## config.mk

```make
export PLATFORM = sky130hd
export DESIGN_NAME = scp_window
export DESIGN_NICKNAME = d
export VERILOG_FILES = /design/src/hdl/scp_pkg.sv /design/src/hdl/scp_window.sv
export SDC_FILE = /design/constraint.sdc
export NUM_CORES = 1
export LEC_CHECK = 0
export BUFFER_PORTS_ARGS = -buffer_cell sky130_fd_sc_hd__buf_2
export CAP_MARGIN = 20
export CORE_MARGIN = 8
export CORE_UTILIZATION = 25
export CTS_BUF_LIST = sky130_fd_sc_hd__clkbuf_8 sky130_fd_sc_hd__clkbuf_16
export DETAILED_ROUTE_END_ITERATION = 6
export GPL_TIMING_DRIVEN = 0
export PLACE_DENSITY = 0.5
export SYNTH_ARGS = -nofsm -noshare
export SYNTH_HDL_FRONTEND = slang
export SYNTH_SLANG_ARGS = --single-unit
```

## constraint.sdc

```tcl
create_clock -name clk -period 1.6 [get_ports clk]
set_clock_uncertainty 0.1 [all_clocks]
set_input_delay 0 -clock clk [delete_from_list [all_inputs] [get_ports clk]]
set_output_delay 0 -clock clk [all_outputs]
set_load 0.1 [all_outputs]
```

## src/hdl/scp_pkg.sv

```systemverilog
package scp_pkg;

	// Record and window geometry
	localparam int SAMPLE_BITS = 10;
	localparam int MAX_WINDOW  = 31;
	localparam int PEAK_WINDOW = 5;
	localparam int PEAK_HALF   = PEAK_WINDOW / 2;
	localparam int PEAK_SPAN   = 2 * PEAK_HALF + 1;
	localparam int HALF_MAX    = (MAX_WINDOW - 1) / 2;

	// Register and field widths
	localparam int WIN_BITS      = 5;
	localparam int THR_BITS      = SAMPLE_BITS;
	localparam int COUNT_BITS    = 16;
	localparam int CFG_IDX_BITS  = 1;
	localparam int CFG_DATA_BITS = (WIN_BITS > THR_BITS) ? WIN_BITS : THR_BITS;

	// Smoothed values can exceed the raw range (even windows average 2h+1 terms
	// over 2h), so the window and peak history carry extra headroom.
	localparam int VAL_BITS     = SAMPLE_BITS + 6;
	localparam int IDX_BITS     = $clog2(MAX_WINDOW);
	localparam int SUM_BITS     = VAL_BITS + $clog2(MAX_WINDOW + 1);
	localparam int DIV_CNT_BITS = $clog2(SUM_BITS);
	localparam int FILL_BITS    = $clog2(PEAK_SPAN + 1);

	localparam logic [WIN_BITS-1:0] SMOOTH_WINDOW_RST  = WIN_BITS'(5);
	localparam logic [THR_BITS-1:0] PEAK_THRESHOLD_RST = THR_BITS'(520);

	typedef logic [VAL_BITS-1:0]   val_t;
	typedef logic [COUNT_BITS-1:0] count_t;

	typedef enum logic [CFG_IDX_BITS-1:0] {
		CFG_SMOOTH_WINDOW  = 1'b0,
		CFG_PEAK_THRESHOLD = 1'b1
	} cfg_reg_t;

	typedef enum logic [2:0] {
		ST_IDLE,
		ST_SUM,
		ST_DIV,
		ST_WRITE,
		ST_EMIT,
		ST_FLUSH,
		ST_CLEAR
	} state_t;

	typedef struct packed {
		logic                shift;
		logic                wr;
		logic                clr;
		logic [IDX_BITS-1:0] idx;
	} win_ctrl_t;

	typedef struct packed {
		logic clr;
		logic acc;
		logic div;
	} arith_ctrl_t;

	typedef struct packed {
		logic emit;
		logic clr;
	} peak_ctrl_t;

endpackage

```

## src/hdl/scp_window.sv

```systemverilog
module scp_window import scp_pkg::*; (
	input  logic                   clk,
	input  logic                   arst_n,
	input  win_ctrl_t              ctrl,
	input  logic [SAMPLE_BITS-1:0] sample,
	input  val_t                   wr_data,
	output val_t                   rd_data
);

	// Newest value at index 0
	val_t win_q [MAX_WINDOW];

	always_ff @(posedge clk or negedge arst_n) begin
		if (!arst_n) begin
			for (int i = 0; i < MAX_WINDOW; i++) win_q[i] <= '0;
		end else if (ctrl.clr) begin
			for (int i = 0; i < MAX_WINDOW; i++) win_q[i] <= '0;
		end else if (ctrl.shift) begin
			win_q[0] <= VAL_BITS'(sample);
			for (int i = 1; i < MAX_WINDOW; i++) win_q[i] <= win_q[i-1];
		end else if (ctrl.wr) begin
			win_q[ctrl.idx] <= wr_data;
		end
	end

	assign rd_data = win_q[ctrl.idx];

endmodule

```

==> results.tsv <==
metric	value	unit
status	complete, but fails checks	
violations	hold timing, setup timing	
critPathRequiredTime	1.50	ns
vdd_drop_max	0.000934	V
place_congestion	1.01	
crit_fanout	2	
async_flop_share	1.00	
vias	23174	
syn_area	26200	sq um
grt_pass1_wl	171000	microns
grt_max_degree	125	
die_x	340	microns
combPwrFrac	0.107	
drc	0	
post_synth.cell_area_avg	11.9	sq um
hold_slack	-0.784	ns
cts_made_buffers	59	
largestRegisters	win_q: 496 flops	
rsz0062_at_grt	yes	
switching_share	0.277	
dr.pass1.iters	7	
dp_hpwl	88300	microns
htreeDepth	2	
cts_tree	built	
synth_nets	2238	
port_buffers	47	
floorplan.initialDensity	0.253	
synth_top_area_share	0.474	
core_area	104000	sq um
synth_cells	2202	
pwr-share-seq	0.415	
timing.setup.tns	-18.10	ns
setup_ws	-1.30	ns
clkTransAtPathRegs	0.07	ns
cts_buffer_depth	3	
yosys_warnings	0	
finalPower	30.7	mW
maxSlewHeadroom	0.298	
grt_overflow	0	
seq_area_frac_synth	0.474	
finalCriticalPeriod	2.90	ns
ys_ff_latch	496	
clock_sinks	496	
max_cap_viol_count	0	
clockRootBuffer	clkbuf_16	
maxSlewViolCount	0	
rr_worst_depth	3	
intPower	22.2	mW
fin_util	0.308	
largest_register_ffs	496	
p_sw	8.50	mW
vias_per_cell	6.11	
hold_viol_final	258	
grt_usage	0.197	
start_kind	flip-flop	
yosysTopAreaCell	dfrtp_1	
drive_gt1_frac	0.243	
setup_viol	28	
synth_flop_cell	dfrtp_1	
p_leak	11.9	nW
first_global_vias	22899	
dp_slack	-1.82	ns
die_area	115000	sq um
cellPowerDensity	962	nW/um^2
hold_buffers	21	
drt_iter0_drc	2593	
endpoint_kind	output port	
wl	118000	microns
postRouteAntennaNets	0	
criticalPathCategory	flip-flop to output port	
fin_crit_sh	1.81	
fmax	0.345	GHz
num_io_pins	52	
nets	2395	
r2r-start	win_q[59]	
synth.distinct_cells	45	
rr_endpoint	win_q[43]	
largest_register	win_q	
crit_arrival	2.80	ns
row_count	118	
worst_slew_pin_slew	1.05	ns
holdCritPathClass	primary input to asynchronous set/reset pin	
antenna_found_initial	6	
clkPwrFrac	0.478	
clk_latency	0.67	ns
area_delta_synth_final	21.8	%
synth-edff-count	0	
r2r_slack	0.47	ns
synthTopCellsByArea	dfrtp_1, o2bb2ai_1, a22oi_1, mux4_2, clkbuf_1	
die_h	340	microns
wl_per_cell	31.1	microns
## logic make-up (layout without fill, tap and decap cells)
| group | after synthesis | count (layout) | synth area share |
|---|---|---|---|
| compound gates | 1087 | 1087 | 0.334 |
| buf+inv | 296 | 502 | 0.0501 |
| flops | 496 | 496 | 0.474 |
| mux | 145 | 145 | 0.105 |
| other cells | 0 | 2 | 0 |
| simple gates | 178 | 178 | 0.0369 |
## worst max path at each step
stage	start	to	slack (ns)
final	win_q[368]	rd_data[0]	-1.30
after global routing	win_q[368]	rd_data[0]	-1.28
after CTS	win_q[368]	rd_data[0]	-1.26
after detailed placement	ctrl[1]	rd_data[14]	-1.82
after global placement	arst_n	win_q[444]	-9.93
after floorplan	ctrl[0]	rd_data[0]	-0.79
## layout by cell type, fill, tap and decap left out, types with 7 or more instances in the layout
cell | synthesis | final
and2_1 | 18 | 17
nor3_4 | 1 | 9
a22oi_1 | 501 | 492
bufinv_16 | 0 | 8
and3_1 | 16 | 12
o2bb2ai_1 | 483 | 483
o21ai_1 | 0 | 8
nand2_1 | 56 | 55
clkbuf_1 | 185 | 113
inv_1 | 2 | 11
clkbuf_4 | 0 | 13
a21oi_2 | 15 | 28
buf_12 | 0 | 13
a22oi_2 | 0 | 9
clkbuf_16 | 0 | 60
mux2i_1 | 39 | 37
buf_4 | 11 | 50
o21ai_0 | 19 | 11
nor2_4 | 0 | 15
mux4_2 | 104 | 104
dlygate4sd3_1 | 0 | 21
nor2_1 | 27 | 24
clkbuf_2 | 0 | 53
clkbuf_8 | 0 | 14
o311ai_4 | 0 | 8
dfrtp_1 | 496 | 490
buf_6 | 8 | 12
clkinv_2 | 0 | 12
buf_2 | 80 | 99
and2_0 | 7 | 7
a21oi_1 | 27 | 9
## timing repair
item	CTS	global route
pin swaps	20	18
gates resized for setup	160	100
hold endpoints to repair	278	256
buffers inserted	23	7
setup endpoints to repair	512	475
## cell usage after synthesis (19+ instances only)
cell type / instances
a21oi_1: 27
a22oi_1: 501
mux2i_1: 39
nor2_1: 27
mux4_2: 104
o2bb2ai_1: 483
dfrtp_1: 496
clkbuf_1: 185
buf_2: 80
o21ai_0: 19
nand2_1: 56
## critical path, cell delays in order, from the launching register on
cell and delay [ns]:
dfrtp_1 0.41, mux4_2 0.52, mux2_4 0.32, a222oi_1 0.23
o211ai_1 0.35, buf_6 0.31
## power by group through the flow
| stage | registers (mW) | logic [mW] | clock network, mW |
|---|---|---|---|
| after floorplan | 12.9 | 1.65 | 0 |
| after detailed placement | 12.9 | 3.01 | 0 |
| after CTS | 12.7 | 3.17 | 14.8 |
| final | 12.7 | 3.28 | 14.7 |
| after global placement | 12.9 | 2.94 | 0 |
| after global routing | 12.7 | 3.43 | 15.3 |
## through the flow
step | instance area, sq um | std cells
after detailed placement | 28600 | 3633
after global placement | 28500 | 3629
after CTS | 31600 | 3784
after global routing | 31900 | 3788
final | 31900 | 3790
after floorplan | 26600 | 2202
## cell type report
type | instances | area [sq um]
plain buffers | 288 | 1540
well taps | 1380 | 1730
clock inverters | 37 | 433
fillers | 10569 | 71800
flip-flops and latches | 496 | 12400
repair buffers | 102 | 956
clock buffers | 73 | 1680
inverters | 2 | 7.51
diodes | 2 | 5.00
multi-input cells | 1410 | 13100
## routing by layer
metal,track usage,part of all wire,vias to the layer above
met5,0.0112,0.0018,-
met4,0.0788,0.045,8
met3,0.0518,0.11,243
met2,0.283,0.42,1410
met1,0.277,0.43,12117
li1,-,-,9396
Power figures use the tool's default switching activity.
