$ cat config.mk
export PLATFORM = sky130hd
export DESIGN_NAME = scp_arith
export DESIGN_NICKNAME = d
export VERILOG_FILES = /design/src/hdl/scp_pkg.sv /design/src/hdl/scp_arith.sv
export SDC_FILE = /design/constraint.sdc
export NUM_CORES = 1
export LEC_CHECK = 0
export BUFFER_PORTS_ARGS = -buffer_cell sky130_fd_sc_hd__buf_2
export CORE_ASPECT_RATIO = 0.7
export CORE_MARGIN = 5
export CORE_UTILIZATION = 35
export DETAILED_ROUTE_END_ITERATION = 12
export PLACE_DENSITY = 0.61
export SLEW_MARGIN = 30
export SYNTH_ARGS = -nofsm -noshare
export SYNTH_HDL_FRONTEND = slang
export SYNTH_SLANG_ARGS = --single-unit
$ cat constraint.sdc
create_clock -name clk -period 2.8 [get_ports clk]
set_input_delay 0.14 -clock clk [delete_from_list [all_inputs] [get_ports clk]]
set_output_delay 0.14 -clock clk [all_outputs]
set_load 0.1 [all_outputs]
$ cat src/hdl/scp_pkg.sv
package scp_pkg;

	// Record and window geometry
	localparam int SAMPLE_BITS = 10;
	localparam int MAX_WINDOW  = 31;
	localparam int PEAK_WINDOW = 5;
	localparam int PEAK_HALF   = PEAK_WINDOW / 2;
	localparam int PEAK_SPAN   = 2 * PEAK_HALF + 1;
	localparam int HALF_MAX    = (MAX_WINDOW - 1) / 2;

	// Register and field widths
	localparam int WIN_BITS      = 5;
	localparam int THR_BITS      = SAMPLE_BITS;
	localparam int COUNT_BITS    = 16;
	localparam int CFG_IDX_BITS  = 1;
	localparam int CFG_DATA_BITS = (WIN_BITS > THR_BITS) ? WIN_BITS : THR_BITS;

	// Smoothed values can exceed the raw range (even windows average 2h+1 terms
	// over 2h), so the window and peak history carry extra headroom.
	localparam int VAL_BITS     = SAMPLE_BITS + 6;
	localparam int IDX_BITS     = $clog2(MAX_WINDOW);
	localparam int SUM_BITS     = VAL_BITS + $clog2(MAX_WINDOW + 1);
	localparam int DIV_CNT_BITS = $clog2(SUM_BITS);
	localparam int FILL_BITS    = $clog2(PEAK_SPAN + 1);

	localparam logic [WIN_BITS-1:0] SMOOTH_WINDOW_RST  = WIN_BITS'(5);
	localparam logic [THR_BITS-1:0] PEAK_THRESHOLD_RST = THR_BITS'(520);

	typedef logic [VAL_BITS-1:0]   val_t;
	typedef logic [COUNT_BITS-1:0] count_t;

	typedef enum logic [CFG_IDX_BITS-1:0] {
		CFG_SMOOTH_WINDOW  = 1'b0,
		CFG_PEAK_THRESHOLD = 1'b1
	} cfg_reg_t;

	typedef enum logic [2:0] {
		ST_IDLE,
		ST_SUM,
		ST_DIV,
		ST_WRITE,
		ST_EMIT,
		ST_FLUSH,
		ST_CLEAR
	} state_t;

	typedef struct packed {
		logic                shift;
		logic                wr;
		logic                clr;
		logic [IDX_BITS-1:0] idx;
	} win_ctrl_t;

	typedef struct packed {
		logic clr;
		logic acc;
		logic div;
	} arith_ctrl_t;

	typedef struct packed {
		logic emit;
		logic clr;
	} peak_ctrl_t;

endpackage

$ cat src/hdl/scp_arith.sv
module scp_arith import scp_pkg::*; (
	input  logic                clk,
	input  logic                arst_n,
	input  arith_ctrl_t         ctrl,
	input  val_t                tap,
	input  logic [WIN_BITS-1:0] divisor,
	output val_t                quotient
);

	logic [SUM_BITS-1:0] acc_q;
	logic [WIN_BITS-1:0] rem_q;
	logic [WIN_BITS:0]   partial;
	logic [SUM_BITS-1:0] op_a;
	logic [SUM_BITS-1:0] op_b;
	logic                sub;
	logic [SUM_BITS:0]   res;
	logic                qbit;

	// Restoring division: the sum shifts out of the top of acc_q while the
	// quotient bits shift into its bottom.
	assign partial = {rem_q, acc_q[SUM_BITS-1]};

	// One shared add/subtract unit for both accumulation and division
	always_comb begin
		if (ctrl.div) begin
			op_a = SUM_BITS'(partial);
			op_b = SUM_BITS'(divisor);
			sub  = 1'b1;
		end else begin
			op_a = acc_q;
			op_b = SUM_BITS'(tap);
			sub  = 1'b0;
		end
		res  = sub ? ({1'b0, op_a} - {1'b0, op_b}) : ({1'b0, op_a} + {1'b0, op_b});
		qbit = ~res[SUM_BITS];
	end

	always_ff @(posedge clk or negedge arst_n) begin
		if (!arst_n) begin
			acc_q <= '0;
			rem_q <= '0;
		end else if (ctrl.clr) begin
			acc_q <= '0;
			rem_q <= '0;
		end else if (ctrl.acc) begin
			acc_q <= res[SUM_BITS-1:0];
		end else if (ctrl.div) begin
			acc_q <= {acc_q[SUM_BITS-2:0], qbit};
			rem_q <= qbit ? res[WIN_BITS-1:0] : partial[WIN_BITS-1:0];
		end
	end

	assign quotient = acc_q[VAL_BITS-1:0];

endmodule

==> out/results.ini, run 1 <==
[critical_path]
cp-end-kind=flip-flop
timing.rr.end=acc_q[16]
r2r-start=acc_q[0]
reg2reg_slack_ns=-0.16
crit_buf_inv=1
path_class=primary input to flip-flop
max_stage_delay_ns=0.54
worstPathArrival_ns=3.22
cp_max_fo=6
required_ns=2.99
crit_path_cell_trace=buf_6, or4_4, o32ai_2, nand2_2, o41ai_2, nand3b_1, ha_4, nand2_4, o21ai_4, a2111o_1, and3b_4, or4_4, o211ai_1
slowest_stage=or4_4
cpMostUsedCell=or4_4
reg2reg_depth=13
critPathLaunchType=primary input
worst_path_dominant_cell_family=simple AND/OR/NAND/NOR gates

[clock_tree]
cts_tree=done
clock_sinks=26
cts_made_buffers=3
cts_htree_levels=1
cts_buffer_depth=2
cts_root_buf=clkbuf_16
clk_pin_slew_ns=0.07
insertion_delay_ns=0.27

[timing]
min_period_over_period=1.083
period_needed_ns=3.033
max_freq_ghz=0.3297
tns_ns=-1.718
final_hold_viol_count=0
tightest_slew_ns=0.7564
finalSetupViolations=12
rsz0062_at_grt=yes
skew_ns=0.006521
fin_ws_ns=-0.2332
report.final.slew_viol_count=0
slew_headroom=0.4958

[worst_hold_path]
holdPathStages=2
hold_class=primary input to flip-flop
whs_endpoint=acc_q[1]
hold_start=ctrl[2]

[floorplanning]
floorplan.initialDensity=0.3645
rows=28
fp.dieW_um=123.2
core_area_um2=8618
die_h_um=89.27
io_pins=42
dieArea_um2=11000

[outcome]
failed_checks=negative setup slack
status=finished with violations

[finish]
final_common_cell=buf_4
layout_common_cells=buf_4 (111), nand2_1 (37), buf_2 (36), dfrtp_1 (26), nor2b_1 (22)
nNetsFinal=590
area_growth_pct=61.21
antennaDiodeCount=0
drive_above_1_share=0.4694

[drt]
drc=0
ant_nets=0
first_iter_violations=233
post_drt_wl_per_cell_um=17.63
drt-pass1-iter-count=5
vias_per_cell=5.480
route.vias.total=3611
wirelength_um=11620

[yosys]
syn-num-nets=454
ys_async_sr_fraction=1.000
ys_seq_elements=26
synth_area_per_cell_um2=7.757
synth_seq_area_share=0.2071
synthCells=405
synth-warning-count=0
syn_area_um2=3142
synth_edf_count=0
yosys_most_used_dff=dfrtp_1
ys_types=55

[grt]
antenna_found_initial=0
track_usage=0.2045
overflow=0
grt_pass1_wl_um=17920
grt_max_degree=47
first_global_vias=3559

[job]
cap_violations=0

[placement]
pre_cts_slack_ns=-0.6487
hpwlAfterDp_um=8051
numPortBuffers=41
place_congestion=0.9059

[power_and_ir_drop]
power_leakage_nw=2.244
power_per_cell_area_nw_per_um2=428.6
vdd_ir_drop_max_uv=219.5

==> worst max-delay path by stage <==
stage	depth (start not counted)	to	from
6_report	13	rem_q[2]	tap[0]
5_1_grt	14	rem_q[2]	ctrl[0]
4_1_cts	13	rem_q[0]	tap[8]
3_5_place_dp	15	rem_q[2]	ctrl[0]
3_3_place_gp	15	rem_q[0]	ctrl[0]
2_1_floorplan	16	rem_q[2]	ctrl[0]
==> per-stage QoR <==
step | instances | power [mW] | area [um2] | util | hold WS (ns)
final | 659 | 2.171 | 5065 | 0.5877 | 0.3679
after CTS | 648 | 2.016 | 4703 | 0.5457 | 0.3634
after global routing | 659 | 2.276 | 5065 | 0.5877 | 0.4102
after global placement | 635 | 1.535 | 4187 | 0.4858 | 0.2041
after detailed placement | 635 | 1.553 | 4187 | 0.4858 | 0.2171
after floorplan | 405 | 1.201 | 3299 | - | -0.1556
==> registers in the layout, summed over array words and instances, names as in the netlist <==
signal	cells
rem_q	5
acc_q	21
==> power breakdown <==
part | internal (mW) | switching [mW]
combinational | 0.590 | 0.799
sequential | 0.414 | 0.0274
clock | 0.190 | 0.150
total | 1.19 | 0.976
==> what timing repair did <==
action,in CTS,in global routing
buffers inserted,9,11
pin swaps,41,45
hold endpoints to repair,26,0
endpoints found under the setup margin,17,18
hold buffers,1,0
resized for setup,71,47
==> routing by layer <==
metal / vias to the layer above / wire length [um] / part of all wire / GRT usage
met2: 115 / 5242 / 0.45 / 0.3274
li1: 1755 / - / - / -
met3: 8 / 662 / 0.057 / 0.03669
met4: 0 / 53 / 0.0046 / 0.02211
met1: 1733 / 5662 / 0.49 / 0.2974
met5: - / 0 / 0 / 0
==> cells in the mapped netlist, types with 3 or more instances <==
cell | count | area [um2]
a21o_1 | 14 | 105.1
nor2_1 | 26 | 97.59
xnor2_1 | 16 | 140.1
o31ai_1 | 3 | 22.52
a21oi_1 | 27 | 135.1
and2_1 | 4 | 25.02
buf_1 | 4 | 15.01
nand2_1 | 44 | 165.2
nor4_1 | 4 | 25.02
o211a_1 | 3 | 30.03
mux2i_1 | 4 | 40.04
nand3_1 | 8 | 40.04
o41ai_1 | 3 | 26.28
clkbuf_1 | 13 | 48.80
nand4_1 | 3 | 18.77
ha_1 | 22 | 275.3
nand2b_1 | 17 | 106.4
buf_4 | 16 | 120.1
dfrtp_1 | 26 | 650.6
or4_1 | 8 | 60.06
nor3_1 | 9 | 45.04
o21a_1 | 6 | 45.04
o211ai_1 | 12 | 90.09
inv_1 | 8 | 30.03
xor2_1 | 8 | 70.07
o2111ai_1 | 5 | 43.79
a211oi_1 | 22 | 165.2
nor2b_1 | 23 | 143.9
o21ai_0 | 12 | 60.06
==> cells by family (layout without fill, tap and decap cells) <==
logic type               count (synthesis)  count (layout)  share of synthesized area
adder cells (fa/ha/maj)                 23              23                    0.09399
XOR/XNOR                                24              24                    0.06691
multiplexers                             4               4                    0.01274
flip-flops                              26              26                     0.2071
buffers and inverters                   45             179                    0.07407
AND/OR/NAND/NOR                        155             155                     0.2557
AO/OA/AOI/OAI                          128             128                     0.2895
==> final cells by class <==
| class | instances | area, um2 |
|---|---|---|
| Multi-Input combinational cell | 334 | 2905 |
| Sequential cell | 26 | 650.6 |
| Inverter | 9 | 33.78 |
| Clock buffer | 3 | 75.07 |
| Timing Repair Buffer | 167 | 1250 |
| Tap cell | 120 | 150.1 |
| Fill cell | 732 | 3553 |
No activity file was read; power rests on OpenSTA's default activity.
==> run 2, diff against run 1 <==
CORE_MARGIN = not set   (was 5)
PLACE_DENSITY = 0.59   (was 0.61)
clock period = 2.85 ns   (was 2.8 ns; I/O delays follow)
==> out/results.ini, run 2 (same netlist as run 1, synthesis figures left out) <==
[floorplanning]
core_area_um2=8583  ; -0.41%
fp.dieW_um=115.2  ; -6.5%
floorplan.initialDensity=0.3660  ; +0.001488
rows=28  ; unchanged
io_pins=42  ; unchanged
die_h_um=81.27  ; -9.0%
dieArea_um2=9366  ; -15%

[clock_tree]
insertion_delay_ns=0.27  ; about the same
cts_htree_levels=1  ; unchanged
clk_pin_slew_ns=0.07  ; about the same
cts_made_buffers=3  ; unchanged
cts_tree=done
cts_root_buf=clkbuf_16
cts_buffer_depth=2  ; unchanged
clock_sinks=26  ; unchanged

[critical_path]
critPathLaunchType=primary input
worstPathArrival_ns=3.21  ; about the same
cp-end-kind=flip-flop
cp_max_fo=5  ; -1
path_class=primary input to flip-flop
required_ns=3.04  ; +0.05 ns

[placement]
place_congestion=0.8781  ; -3.1%
numPortBuffers=41  ; unchanged
numPlacedInstances=623  ; -1.9%
pre_cts_slack_ns=-0.5500  ; +0.09868 ns
hpwlAfterDp_um=7796  ; -3.2%

[outcome]
status=finished with violations
failed_checks=negative setup slack

[power_and_ir_drop]
p_sw_frac=0.4409  ; -0.008836
power_switching_mw=0.8762  ; -10%
combPwrFrac=0.599  ; -0.041
clkPwrFrac=0.181  ; +0.024
power_per_cell_area_nw_per_um2=426.8  ; -0.42%
vdd_ir_drop_max_uv=186.4  ; -15%
p_int_mw=1.111  ; -7.0%
power_leakage_nw=2.086  ; -7.0%
pwr-share-seq=0.220  ; +0.017

[finish]
largest_register=acc_q
nNetsFinal=571  ; -3.2%
antennaDiodeCount=0  ; unchanged
layout_common_cells=buf_4 (101), nand2_1 (39), buf_2 (38), dfrtp_1 (26), nor2_1 (24)
final_common_cell=buf_4
top_regs=acc_q (21), rem_q (5)
largest_register_ffs=21  ; unchanged
instances_no_fill=641  ; -2.7%
area_growth_pct=48.19
drive_above_1_share=0.3954  ; -0.07399

[timing]
max_freq_ghz=0.3317
tightest_slew_ns=0.6620  ; -0.09439 ns
fin_ws_ns=-0.1650  ; +0.06826 ns
period_needed_ns=3.015
skew_ns=0.002107  ; -0.004413 ns
slew_headroom=0.5587  ; +0.06293
report.final.slew_viol_count=0  ; unchanged
finalSetupViolations=13  ; +1
final_hold_viol_count=0  ; unchanged
min_period_over_period=1.058
rsz0062_at_grt=yes
tns_ns=-1.308  ; +0.4096 ns

[drt]
ant_nets=0  ; unchanged
wirelength_um=10390  ; -11%
drt-pass1-iter-count=4  ; -1
post_drt_wl_per_cell_um=16.20  ; -8.1%
wl_met3_um=447  ; -32%
m1WireLength_um=5260  ; -7.1%
vias_per_cell=5.499  ; +0.36%
drc=0  ; unchanged
first_iter_violations=203  ; -13%
dr_wl_met2_um=4648  ; -11%
top_layer=met4
route.vias.total=3525  ; -2.4%

[worst_hold_path]
hold_class=primary input to flip-flop

[job]
cap_violations=0  ; unchanged

[grt]
overflow=0  ; unchanged
track_usage=0.2328  ; +0.02829
antenna_found_initial=0  ; unchanged
first_global_vias=3337  ; -6.2%
grt_pass1_wl_um=16880  ; -5.8%
grt_max_degree=38  ; -19%

## run 2: cell types whose count changed in the layout (fill, tap and decap cells not counted), sizes merged
cell    delta
buf       -19
clkbuf     +1
## run 2: area by class of cell
type	count	area (um2)
fillers	759	3928
clock buffers	4	88.84
inverters	9	33.78
repair buffers	148	1070
well taps	120	150.1
flip-flops and latches	26	650.6
multi-input cells	334	2663
## run 2: path summary, 6_finish.rpt
kind	startpoint	endpoint	slack [ns]	cells after the start
hold reg to reg	rem_q[3]	rem_q[3]	0.54	2
setup / recovery	tap[1]	rem_q[2]	-0.16	13
hold / removal	ctrl[2]	acc_q[1]	0.38	2
max in group asynchronous	arst_n	acc_q[20]	1.99	2
min in group asynchronous	arst_n	acc_q[7]	0.44	2
setup reg to reg	acc_q[0]	acc_q[20]	-0.08	13
## run 2: worst max-delay path, cell delays in order
cell and delay, ns:
buf_6 0.09, or4_4 0.56, buf_6 0.16, buf_12 0.12
xnor2_2 0.12, nor2_1 0.08, a21oi_1 0.05, ha_1 0.37
o2111ai_2 0.18, a2111o_1 0.51, and3b_4 0.23, or4_1 0.48
o211ai_1 0.10
## run 2: timing repair
| action | 4_1_cts | 5_1_grt |
|---|---|---|
| pin swaps | 36 | 19 |
| cloned | 0 | 0 |
| hold buffers | 1 | 0 |
| endpoints found under the hold margin | 26 | 0 |
| resized for setup | 41 | 19 |
| setup endpoints to repair | 13 | 17 |
| buffers inserted | 6 | 8 |
## run 2: power groups by stage
stage | clock network (mW) | logic [mW] | registers (mW)
2_1_floorplan | 0 | 0.747 | 0.432
3_3_place_gp | 0 | 1.04 | 0.443
3_5_place_dp | 0 | 1.06 | 0.443
4_1_cts | 0.371 | 1.12 | 0.437
5_1_grt | 0.381 | 1.28 | 0.441
6_report | 0.361 | 1.19 | 0.437
## run 2: through the flow
step / util / power, mW / instance area [um2] / hold WS (ns)
finish: 0.5424 / 1.987 / 4656 / 0.3804
global placement: 0.4770 / 1.485 / 4094 / 0.2057
CTS: 0.5235 / 1.929 / 4493 / 0.3500
detailed placement: 0.4770 / 1.499 / 4094 / 0.2076
floorplan: - / 1.179 / 3297 / -0.1531
global route: 0.5424 / 2.098 / 4656 / 0.3905
## run 2: layer usage
layer  vias up  track usage
met5         -            0
met3         2      0.03507
met4         0      0.03247
li1       1726            -
met1      1710       0.3318
met2        87       0.3777
