**config.mk**
```make
export PLATFORM = sky130hd
export DESIGN_NAME = scp_peak
export DESIGN_NICKNAME = d
export VERILOG_FILES = /design/src/hdl/scp_pkg.sv /design/src/hdl/scp_peak.sv
export SDC_FILE = /design/constraint.sdc
export NUM_CORES = 1
export LEC_CHECK = 0
export BUFFER_PORTS_ARGS = -buffer_cell sky130_fd_sc_hd__buf_2
export CORE_MARGIN = 2
export CORE_UTILIZATION = 45
export CTS_BUF_LIST = sky130_fd_sc_hd__clkbuf_8 sky130_fd_sc_hd__clkbuf_16
export DETAILED_ROUTE_END_ITERATION = 8
export HOLD_SLACK_MARGIN = 0.1
export SETUP_SLACK_MARGIN = 0.5
export SYNTH_ARGS = -nofsm -noshare
export SYNTH_HDL_FRONTEND = slang
export SYNTH_SLANG_ARGS = --single-unit
```
**constraint.sdc**
```tcl
create_clock -name clk -period 6.3 [get_ports clk]
set_input_delay 0.63 -clock clk [delete_from_list [all_inputs] [get_ports clk]]
set_output_delay 0.63 -clock clk [all_outputs]
set_load 0.01 [all_outputs]
```
**src/hdl/scp_pkg.sv**
```systemverilog
package scp_pkg;

	// Record and window geometry
	localparam int SAMPLE_BITS = 10;
	localparam int MAX_WINDOW  = 31;
	localparam int PEAK_WINDOW = 5;
	localparam int PEAK_HALF   = PEAK_WINDOW / 2;
	localparam int PEAK_SPAN   = 2 * PEAK_HALF + 1;
	localparam int HALF_MAX    = (MAX_WINDOW - 1) / 2;

	// Register and field widths
	localparam int WIN_BITS      = 5;
	localparam int THR_BITS      = SAMPLE_BITS;
	localparam int COUNT_BITS    = 16;
	localparam int CFG_IDX_BITS  = 1;
	localparam int CFG_DATA_BITS = (WIN_BITS > THR_BITS) ? WIN_BITS : THR_BITS;

	// Smoothed values can exceed the raw range (even windows average 2h+1 terms
	// over 2h), so the window and peak history carry extra headroom.
	localparam int VAL_BITS     = SAMPLE_BITS + 6;
	localparam int IDX_BITS     = $clog2(MAX_WINDOW);
	localparam int SUM_BITS     = VAL_BITS + $clog2(MAX_WINDOW + 1);
	localparam int DIV_CNT_BITS = $clog2(SUM_BITS);
	localparam int FILL_BITS    = $clog2(PEAK_SPAN + 1);

	localparam logic [WIN_BITS-1:0] SMOOTH_WINDOW_RST  = WIN_BITS'(5);
	localparam logic [THR_BITS-1:0] PEAK_THRESHOLD_RST = THR_BITS'(520);

	typedef logic [VAL_BITS-1:0]   val_t;
	typedef logic [COUNT_BITS-1:0] count_t;

	typedef enum logic [CFG_IDX_BITS-1:0] {
		CFG_SMOOTH_WINDOW  = 1'b0,
		CFG_PEAK_THRESHOLD = 1'b1
	} cfg_reg_t;

	typedef enum logic [2:0] {
		ST_IDLE,
		ST_SUM,
		ST_DIV,
		ST_WRITE,
		ST_EMIT,
		ST_FLUSH,
		ST_CLEAR
	} state_t;

	typedef struct packed {
		logic                shift;
		logic                wr;
		logic                clr;
		logic [IDX_BITS-1:0] idx;
	} win_ctrl_t;

	typedef struct packed {
		logic clr;
		logic acc;
		logic div;
	} arith_ctrl_t;

	typedef struct packed {
		logic emit;
		logic clr;
	} peak_ctrl_t;

endpackage

```
**src/hdl/scp_peak.sv**
```systemverilog
module scp_peak import scp_pkg::*; (
	input  logic                clk,
	input  logic                arst_n,
	input  peak_ctrl_t          ctrl,
	input  val_t                value,
	input  logic [THR_BITS-1:0] threshold,
	output count_t              count_next
);

	val_t                 hist_q [PEAK_SPAN];
	logic [FILL_BITS-1:0] fill_q;
	count_t               cnt_q;
	logic                 hit;

	// Judge the window as it stands once value has entered it
	always_comb begin
		val_t nh [PEAK_SPAN];
		val_t c;
		nh[0] = value;
		for (int i = 1; i < PEAK_SPAN; i++) nh[i] = hist_q[i-1];
		c   = nh[PEAK_HALF];
		hit = (fill_q >= FILL_BITS'(PEAK_SPAN - 1)) && (c >= VAL_BITS'(threshold));
		for (int i = 0; i < PEAK_HALF; i++)
			if (nh[i] > c) hit = 1'b0;
		for (int i = PEAK_HALF + 1; i < PEAK_SPAN; i++)
			if (nh[i] >= c) hit = 1'b0;
		count_next = (ctrl.emit && hit && (cnt_q != '1)) ? cnt_q + 1'b1 : cnt_q;
	end

	always_ff @(posedge clk or negedge arst_n) begin
		if (!arst_n) begin
			for (int i = 0; i < PEAK_SPAN; i++) hist_q[i] <= '0;
			fill_q <= '0;
			cnt_q  <= '0;
		end else if (ctrl.clr) begin
			for (int i = 0; i < PEAK_SPAN; i++) hist_q[i] <= '0;
			fill_q <= '0;
			cnt_q  <= '0;
		end else if (ctrl.emit) begin
			hist_q[0] <= value;
			for (int i = 1; i < PEAK_SPAN; i++) hist_q[i] <= hist_q[i-1];
			if (fill_q < FILL_BITS'(PEAK_SPAN)) fill_q <= fill_q + 1'b1;
			cnt_q <= count_next;
		end
	end

endmodule

```
==> results.yml, run 1 <==
synth:
  ys.flop_type: "dfrtp_1"
  seq_area_frac_synth: 0.382
  synth_area_um2: 5440
  syn_nets: 656
  yosysMostFrequentCell: "nor2_1"
  async_reset_ff_frac: 1.00
  yosysTopAreaCellShare: 0.382
  syn_inst: 549
  synth_common_cells: "nor2_1 (86), dfrtp_1 (83), ha_1 (77), mux2i_1 (64), inv_1 (38)"
  yosysWarningCount: 0
  synth_top_area_cell: "dfrtp_1"
  synth-seq-cells: 83
  avgSynthCellArea_um2: 9.90
  synth_area_leaders: "dfrtp_1 (38%), ha_1 (18%), mux2i_1 (12%)"
  synth.distinct_cells: 44
  synth_edf_count: 0
sta:
  slew_violations: 0
  max_freq_ghz: 0.245
  setup_tns_ps: 0
  worst_pin_slew_ps: 1080
  final_hold_viol_count: 0
  period_share: 0.647
  rsz0062_at_grt: "no"
  max_slew_margin: 0.283
  worst_hold_slack_ps: 443
  finClkSkew_ps: 9.33
  fin_crit_ps: 4070
  setup_viol: 0
worst_setup_path:
  cp-end-kind: "output pin"
  start_kind: "flop"
  worst_ep_required_time_ps: 5670
  reg2reg_depth: 9
  r2r-start: "hist_q[53]"
  rrSetupSlack_ps: 3080
  cp.arrival_ps: 3440
  worstPathMaxFanout: 10
  r2r_end: "cnt_q[9]"
  critical_path_class: "reg -> out"
layout:
  final_cells: 741
  fill_cells: 1118
  diodes: 0
  drive_gt1_frac: 0.136
  finalNetCount: 696
  stdcell_area_um2: 6120
  area.growth.synth_to_final_pct: 12.6
global_routing:
  grt_pass1_wl_um: 20600
  grt_max_degree: 95
  grt_overflow: 0
  grt_usage: 0.203
  antenna_found_initial: 0
  grt_pass1_vias: 4163
cts:
  cts_max_level: 3
  cts_tree: "done"
  clock_latency_ps: 360
  hold_buffers: 0
  clkTransAtPathRegs_ps: 70
  cts_sinks: 83
  clockBufferDepth: 2
  cts_resized: 0
  cts_buffers: 9
  cts_setup_buffers: 0
  cts_root_buf: "clkbuf_16"
placed_design:
  hpwl_um: 8820
  place_congestion: 0.825
  port_buffers: 45
  placed_cells: 725
  dpl-instance-area_um2: 5800
power_and_ir_drop:
  p_per_area_nw_per_um2: 214
  leakage_uw: 0.00314
  power_uw: 1310
  ir_worst_vdd_v: 0.000129
die:
  io_pins: 46
  start_util: 0.456
  coreArea_um2: 11900
  die_y_um: 114
  fp.dieW_um: 114
  row_count: 40
  fp.dieArea_um2: 13000
job:
  maxCapViolations: 0
route:
  drt-vias-per-instance: 5.47
  routed_wl_um: 12100
  drt-initial-drc-count: 154
  antenna_left: 0
  post_drt_wl_per_cell_um: 16.3
  vias: 4052
  drc: 0
  first_pass_iters: 6
run_status:
  outcome: "complete, no violations"
worst_hold_path:
  hold_class: "in -> async"
-- routing by layer --
metal	vias to the layer above	part of all wire	wire (um)	GRT usage
met1	1948	0.49	5930	0.275
met4	0	0.019	230	0.0780
met2	68	0.46	5500	0.321
met5	-	0	0	0
met3	17	0.035	417	0.0425
li1	2019	-	-	-
-- placed cells by master (no fill, tap or decap), types with 3 or more instances in the layout --
master and instances:
nor2_1 86, dfrtp_1 83, ha_1 77, mux2i_1 64
buf_2 43, inv_1 38, a21oi_1 26, nand2_1 24
nor2b_1 16, nand3_1 14, nand4_1 14, mux2_2 11
xnor2_1 10, clkbuf_16 9, o21ai_0 7, o211ai_1 6
nor4_1 6, a211oi_1 5, a21o_1 5, xor2_1 5
nor3_1 4, buf_4 4, and3_1 3
-- worst max-delay path by stage --
| stage | startpoint | end | slack [ps] | cells after the start |
|---|---|---|---|---|
| floorplan | value[14] | count_next[9] | 2940 | 9 |
| global placement | ctrl[1] | count_next[9] | 2480 | 10 |
| detailed placement | value[14] | count_next[5] | 2430 | 11 |
| CTS | hist_q[51] | count_next[9] | 2190 | 10 |
| global route | hist_q[49] | count_next[11] | 1910 | 11 |
| finish | hist_q[53] | count_next[9] | 2230 | 10 |
-- power breakdown --
| part | leakage, uW | switching [uW] | internal (uW) | total (uW) |
|---|---|---|---|---|
| Clock | 0.000160 | 233 | 351 | 583 |
| Sequential | 0.00114 | 13.9 | 545 | 559 |
| Combinational | 0.00183 | 101 | 68.4 | 170 |
-- cells by family (layout without fill, tap and decap cells) --
| logic type | Yosys count | count (layout) | share of synthesized area |
|---|---|---|---|
| muxes | 75 | 75 | 0.141 |
| DFF | 83 | 83 | 0.382 |
| AOI/OAI and AO/OA | 64 | 64 | 0.0778 |
| xor gates and xnor gates | 15 | 15 | 0.0242 |
| buffers and inverters | 56 | 101 | 0.0389 |
| adders and majority gates | 77 | 77 | 0.177 |
| and+or+nand+nor | 179 | 179 | 0.159 |
-- flip-flops by register name (all words and copies together), names as in the netlist --
signal	flops
fill_q	3
cnt_q	16
hist_q	64
-- worst max-delay path, stage by stage (launching register included) --
cell and delay [ps]:
dfrtp_1 450, inv_1 130, ha_1 310, a22o_1 210, o41ai_1 430, a31o_2 230
nand4_1 260, nor3_4 500, and2_2 260, xor2_1 150, buf_2 150
-- area by class of cell --
| class | instances | area, um2 | area share |
|---|---|---|---|
| multi-input combinational | 410 | 3150 | 0.514 |
| sequential | 83 | 2080 | 0.339 |
| timing repair buffer | 47 | 245 | 0.0401 |
| clock buffer | 9 | 225 | 0.0368 |
| tap | 147 | 184 | 0.0300 |
| inverter | 38 | 143 | 0.0233 |
| clock inverter | 7 | 100 | 0.0164 |
-- through the flow --
step | util | worst slack, ps
2_1_floorplan | - | 2940
3_3_place_gp | 0.487 | 2480
3_5_place_dp | 0.487 | 2430
4_1_cts | 0.514 | 2190
5_1_grt | 0.514 | 1910
6_report | 0.514 | 2230
Note: power is estimated with default switching activity, not from simulation.
==> inputs of run 2 (changes only) <==
- PLACE_DENSITY: unset -> 0.65
- clock period: 6.3 -> 3.6 ns (I/O delays scaled with it)
==> run 2 against run 1 <==
  * Die area unchanged
  * Register-to-register slack got worse by 2500 ps
  * Sequential cell count unchanged
  * Final area increased by 11%
  * Core utilization increased by 5.7 points
  * Non-clock buffer count increased by 44
  * Power increased by 79%
  * Global-route usage increased by 0.41 points
  * First-iteration DRC count increased by 54%
  * Setup slack got worse by 2000 ps
  * Highest routed layer unchanged
==> results.yml, run 2 (same netlist as run 1, synthesis figures left out) <==
run_status:
  outcome: "complete, no violations"
cts:
  cts_buffers: 9
  cts_tree: "done"
  cts_sinks: 83
  clkTransAtPathRegs_ps: 60
  clockBufferDepth: 2
  cts_root_buf: "clkbuf_16"
  cts_max_level: 3
  clock_latency_ps: 340
worst_setup_path:
  critPathMaxStageDelay_ps: 410
  cp-end-kind: "output pin"
  r2r_end: "cnt_q[11]"
  cp.arrival_ps: 3060
  start_kind: "flop"
  critical_path_class: "reg -> out"
  cp_slowest_cell: "o41ai_2"
  worst_ep_required_time_ps: 3240
  crit_start: "hist_q[53]"
  reg2reg_depth: 15
  r2r-start: "hist_q[53]"
  worstPathMaxFanout: 5
  rrSetupSlack_ps: 550
  worstPathCellList: "inv_2 > buf_6 > ha_4 > a22o_1 > o41ai_2 > a31o_2 > nand4_1 > buf_6 > nor3_4 > buf_6 > buf_12 > nand4_1 > xnor2_1 > buf_2"
  crit_path_frequent_cell: "buf_6"
route:
  routed_wl_um: 12900
  first_pass_iters: 5
  drt-vias-per-instance: 5.46
  antenna_left: 0
  drt-initial-drc-count: 237
  drc: 0
  vias: 4284
  post_drt_wl_per_cell_um: 16.5
placed_design:
  port_buffers: 45
  dp_slack_ps: 308
  hpwl_um: 8820
  place_congestion: 0.843
  placed_cells: 728
global_routing:
  grt_pass1_wl_um: 21300
  grt_pass1_vias: 4218
  grt_overflow: 0
  grt_max_degree: 84
  antenna_found_initial: 0
  grt_usage: 0.207
sta:
  worst_pin_slew_ps: 1080
  fin_crit_ps: 3420
  fin_ws_ps: 182
  setup_tns_ps: 0
  final_hold_viol_count: 0
  slew_violations: 0
  setup_viol: 0
  finClkSkew_ps: 11.7
  period_share: 0.950
  rsz0062_at_grt: "yes"
  max_slew_margin: 0.277
  max_freq_ghz: 0.293
power_and_ir_drop:
  p_sw_frac: 0.254
  internal-power_uw: 1750
  power.switching_uw: 595
  power_uw: 2340
  pwr-share-clk: 0.433
  leakage_uw: 0.00345
  ir_worst_vdd_v: 0.000191
  p_comb_frac: 0.150
  p_seq_frac: 0.417
  p_per_area_nw_per_um2: 344
die:
  die_y_um: 114
  coreArea_um2: 11900
  start_util: 0.456
  fp.dieW_um: 114
  io_pins: 46
  row_count: 40
  fp.dieArea_um2: 13000
layout:
  layout_common_cells: "nor2_1 (86), dfrtp_1 (83), ha_1 (69)"
  diodes: 0
  largest_registers: "hist_q: 64 flops, cnt_q: 16 flops, fill_q: 3 flops"
  regMostFlops: "hist_q"
  final_cells: 785
  finalNetCount: 740
  layout_commonest_cell: "nor2_1"
  postLayoutCoreUtil: 0.571
  largest_reg_flops: 64
  drive_gt1_frac: 0.265
  area.growth.synth_to_final_pct: 25.2
worst_hold_path:
  hold_class: "in -> async"
job:
  maxCapViolations: 0
-- run 2: changes by cell type in the layout (fill, tap and decap cells not counted), moves of 3 or more --
| cell | previous run | this run |
|---|---|---|
| ha_1 | 77 | 69 |
| nand3_2 | 0 | 3 |
| buf_6 | 0 | 6 |
| inv_2 | 0 | 14 |
| buf_4 | 4 | 42 |
| nand3_1 | 14 | 10 |
| a211oi_1 | 5 | 1 |
| a211oi_2 | 0 | 3 |
| inv_1 | 38 | 25 |
| nor4_1 | 6 | 3 |
| ha_4 | 0 | 8 |
-- run 2: cell type report --
cell class	instances	area [um2]
Clock buffer	11	253
Multi-Input combinational cell	410	3440
Inverter	38	143
Timing Repair Buffer	91	636
Sequential cell	83	2080
Tap cell	147	184
Clock inverter	5	76.3
Fill cell	1006	5110
-- run 2: repair_timing --
item	CTS	global route
cloned	1	0
buffers inserted	30	10
resized for setup	48	14
setup endpoints to repair	18	16
hold endpoints to repair	0	0
pin swaps	18	16
hold buffers	0	0
-- run 2: through the flow --
stage | area, um2 | hold WS, ps
final | 6810 | 194
after floorplan | 5440 | 64.4
after detailed placement | 5820 | 522
after global placement | 5820 | 510
after global routing | 6810 | 290
after CTS | 6630 | 269
-- run 2: power groups by stage --
stage / Combinational [uW] / Clock [uW] / Sequential (uW)
after floorplan: 202 / 0 / 987
after global placement: 288 / 0 / 994
after detailed placement: 297 / 0 / 995
after CTS: 343 / 1030 / 976
after global routing: 393 / 1080 / 979
final: 351 / 1020 / 977
-- run 2: per-layer routing --
metal / wire, um / track usage / vias up
met3: 461 / 0.0367 / 20
li1: - / - / 2103
met2: 6340 / 0.335 / 76
met1: 5860 / 0.290 / 2085
met5: 0 / 0 / -
met4: 278 / 0.0537 / 0
-- run 2: worst max path at each step --
stage	end	slack, ps	cells after the start
after detailed placement	count_next[11]	310	12
after global placement	count_next[1]	320	11
after global routing	count_next[7]	-6	15
after CTS	count_next[8]	260	13
after floorplan	count_next[9]	700	10
final	count_next[11]	180	14
-- run 2: worst max-delay path, delay by kind of cell, from the launching register on --
family	cells	cell delay [ps]
buffers and inverters	6	720
and+or+nand+nor	3	420
xor gates and xnor gates	1	180
adders and majority gates	1	190
AOI/OAI and AO/OA	3	820
DFF	1	380
==> inputs of run 3 (changes only) <==
- CAP_MARGIN: unset -> 10
- clock period: 3.6 -> 3 ns (I/O delays scaled with it)
==> run 3 against run 2 <==
  * The run now ends with negative setup slack left
  * Power increased by 16%
  * Register-to-register slack got worse by 700 ps
  * Routed wire length grew 2.7%
  * Non-clock buffer count up 12
  * Core utilization grew 2.0 points
  * First-iteration DRC count is 6.8% higher
  * Clock power is 7% higher
  * Combinational power up 28%
  * Sequential power up 20%
  * Critical path type unchanged
  * Largest cell class unchanged
  * Largest power group is now registers
  * Highest routed layer unchanged
==> results.yml, run 3 (same netlist as run 1, synthesis figures left out) <==
global_routing:
  antenna_found_initial: 0
  grt_pass1_vias: 4482
  grt_max_degree: 84
  grt_pass1_wl_um: 21800
  grt_usage: 0.213
  grt_overflow: 0
layout:
  regMostFlops: "hist_q"
  layout_commonest_cell: "nor2_1"
  area.growth.synth_to_final_pct: 29.6
  layout_common_cells: "nor2_1 (86), dfrtp_1 (83), ha_1 (70)"
  drive_gt1_frac: 0.296
  diodes: 0
  largest_reg_flops: 64
  finalNetCount: 752
  largest_registers: "hist_q: 64 flops, cnt_q: 16 flops, fill_q: 3 flops"
  stdcell_area_um2: 7050
  postLayoutCoreUtil: 0.591
sta:
  fin_ws_ps: -356
  setup_viol: 18
  period_share: 1.12
  slew_violations: 0
  max_freq_ghz: 0.298
  finClkSkew_ps: 7.71
  max_slew_margin: 0.262
  rsz0062_at_grt: "yes"
  fin_crit_ps: 3360
  worst_pin_slew_ps: 1110
  final_hold_viol_count: 0
worst_setup_path:
  r2r_end: "cnt_q[7]"
  r2r-start: "hist_q[53]"
  cp.arrival_ps: 3060
  path_delay_family: "buffers and inverters"
  crit_path_frequent_cell: "buf_6"
  worstPathMaxFanout: 5
  critical_path_class: "reg -> out"
  crit_buf_inv: 6
  cp_slowest_cell: "dfrtp_1"
  worst_ep_required_time_ps: 2700
  start_kind: "flop"
  worstPathCellList: "inv_4 > ha_4 > a22o_1 > o41ai_4 > buf_4 > a211o_1 > nand4_1 > buf_6 > nor3_4 > buf_6 > buf_16 > and2_4 > xor2_2 > buf_2"
  rrSetupSlack_ps: -150
  critPathMaxStageDelay_ps: 400
  reg2reg_depth: 15
  cp-end-kind: "output pin"
die:
  die_y_um: 114
  coreArea_um2: 11900
  fp.dieW_um: 114
  row_count: 40
  io_pins: 46
  start_util: 0.456
  fp.dieArea_um2: 13000
route:
  post_drt_wl_per_cell_um: 16.7
  first_pass_iters: 5
  vias: 4395
  drc: 0
  routed_wl_um: 13300
  drt-vias-per-instance: 5.53
  drt-initial-drc-count: 253
  antenna_left: 0
cts:
  clockBufferDepth: 2
  clkTransAtPathRegs_ps: 60
  cts_buffers: 9
  cts_root_buf: "clkbuf_16"
  cts_sinks: 83
  cts_tree: "done"
  clock_latency_ps: 350
  cts_max_level: 3
  hold_buffers: 0
placed_design:
  dpl-instance-area_um2: 6220
  dp_slack_ps: -172
  place_congestion: 0.899
  port_buffers: 45
  hpwl_um: 9030
power_and_ir_drop:
  leakage_uw: 0.00364
  p_per_area_nw_per_um2: 385
  ir_worst_vdd_v: 0.000322
run_status:
  violations: "negative setup slack"
  outcome: "finished, violations left"
job:
  maxCapViolations: 0
worst_hold_path:
  hold_class: "in -> async"
## run 3: worst max-delay path by stage
| stage | slack, ps | to | from | depth (start not counted) |
|---|---|---|---|---|
| after floorplan | 270 | count_next[11] | hist_q[53] | 10 |
| after global placement | -160 | count_next[1] | hist_q[49] | 13 |
| after detailed placement | -170 | count_next[7] | hist_q[49] | 14 |
| after CTS | -360 | count_next[7] | hist_q[53] | 13 |
| after global routing | -540 | count_next[7] | hist_q[63] | 12 |
| final | -360 | count_next[9] | hist_q[53] | 14 |
## run 3: cell type report
type / count / area [um2]
multi-input cells: 410 / 3600
inverters: 38 / 145
flip-flops and latches: 83 / 2080
clock inverters: 4 / 45.0
fillers: 988 / 4870
well taps: 147 / 184
clock buffers: 10 / 239
repair buffers: 103 / 753
## run 3: power by group
group	switching (uW)	internal (uW)	total (uW)	leakage [uW]
clock	440	652	1090	0.000143
combinational	255	194	449	0.00236
sequential	24.1	1150	1170	0.00114
## run 3: repair_timing
| action | CTS | global route |
|---|---|---|
| gates resized for setup | 40 | 35 |
| pin swaps | 15 | 6 |
| buffers inserted | 10 | 9 |
| cloned | 1 | 0 |
| endpoints found under the setup margin | 32 | 32 |
## run 3: routing by layer
layer | up-vias | GRT usage | wire, um
li1 | 2126 | - | -
met1 | 2121 | 0.255 | 5520
met2 | 118 | 0.383 | 6840
met3 | 30 | 0.0457 | 630
met4 | 0 | 0.0650 | 288
met5 | - | 0 | 0
## run 3: through the flow
step	setup TNS, ps	cells	hold slack [ps]	power (uW)
after floorplan	0	549	4.41	1430
after global placement	-1980	761	505	1580
after detailed placement	-1870	761	521	1590
after CTS	-4670	786	203	2720
after global routing	-7970	795	239	2830
final	-4590	795	143	2710
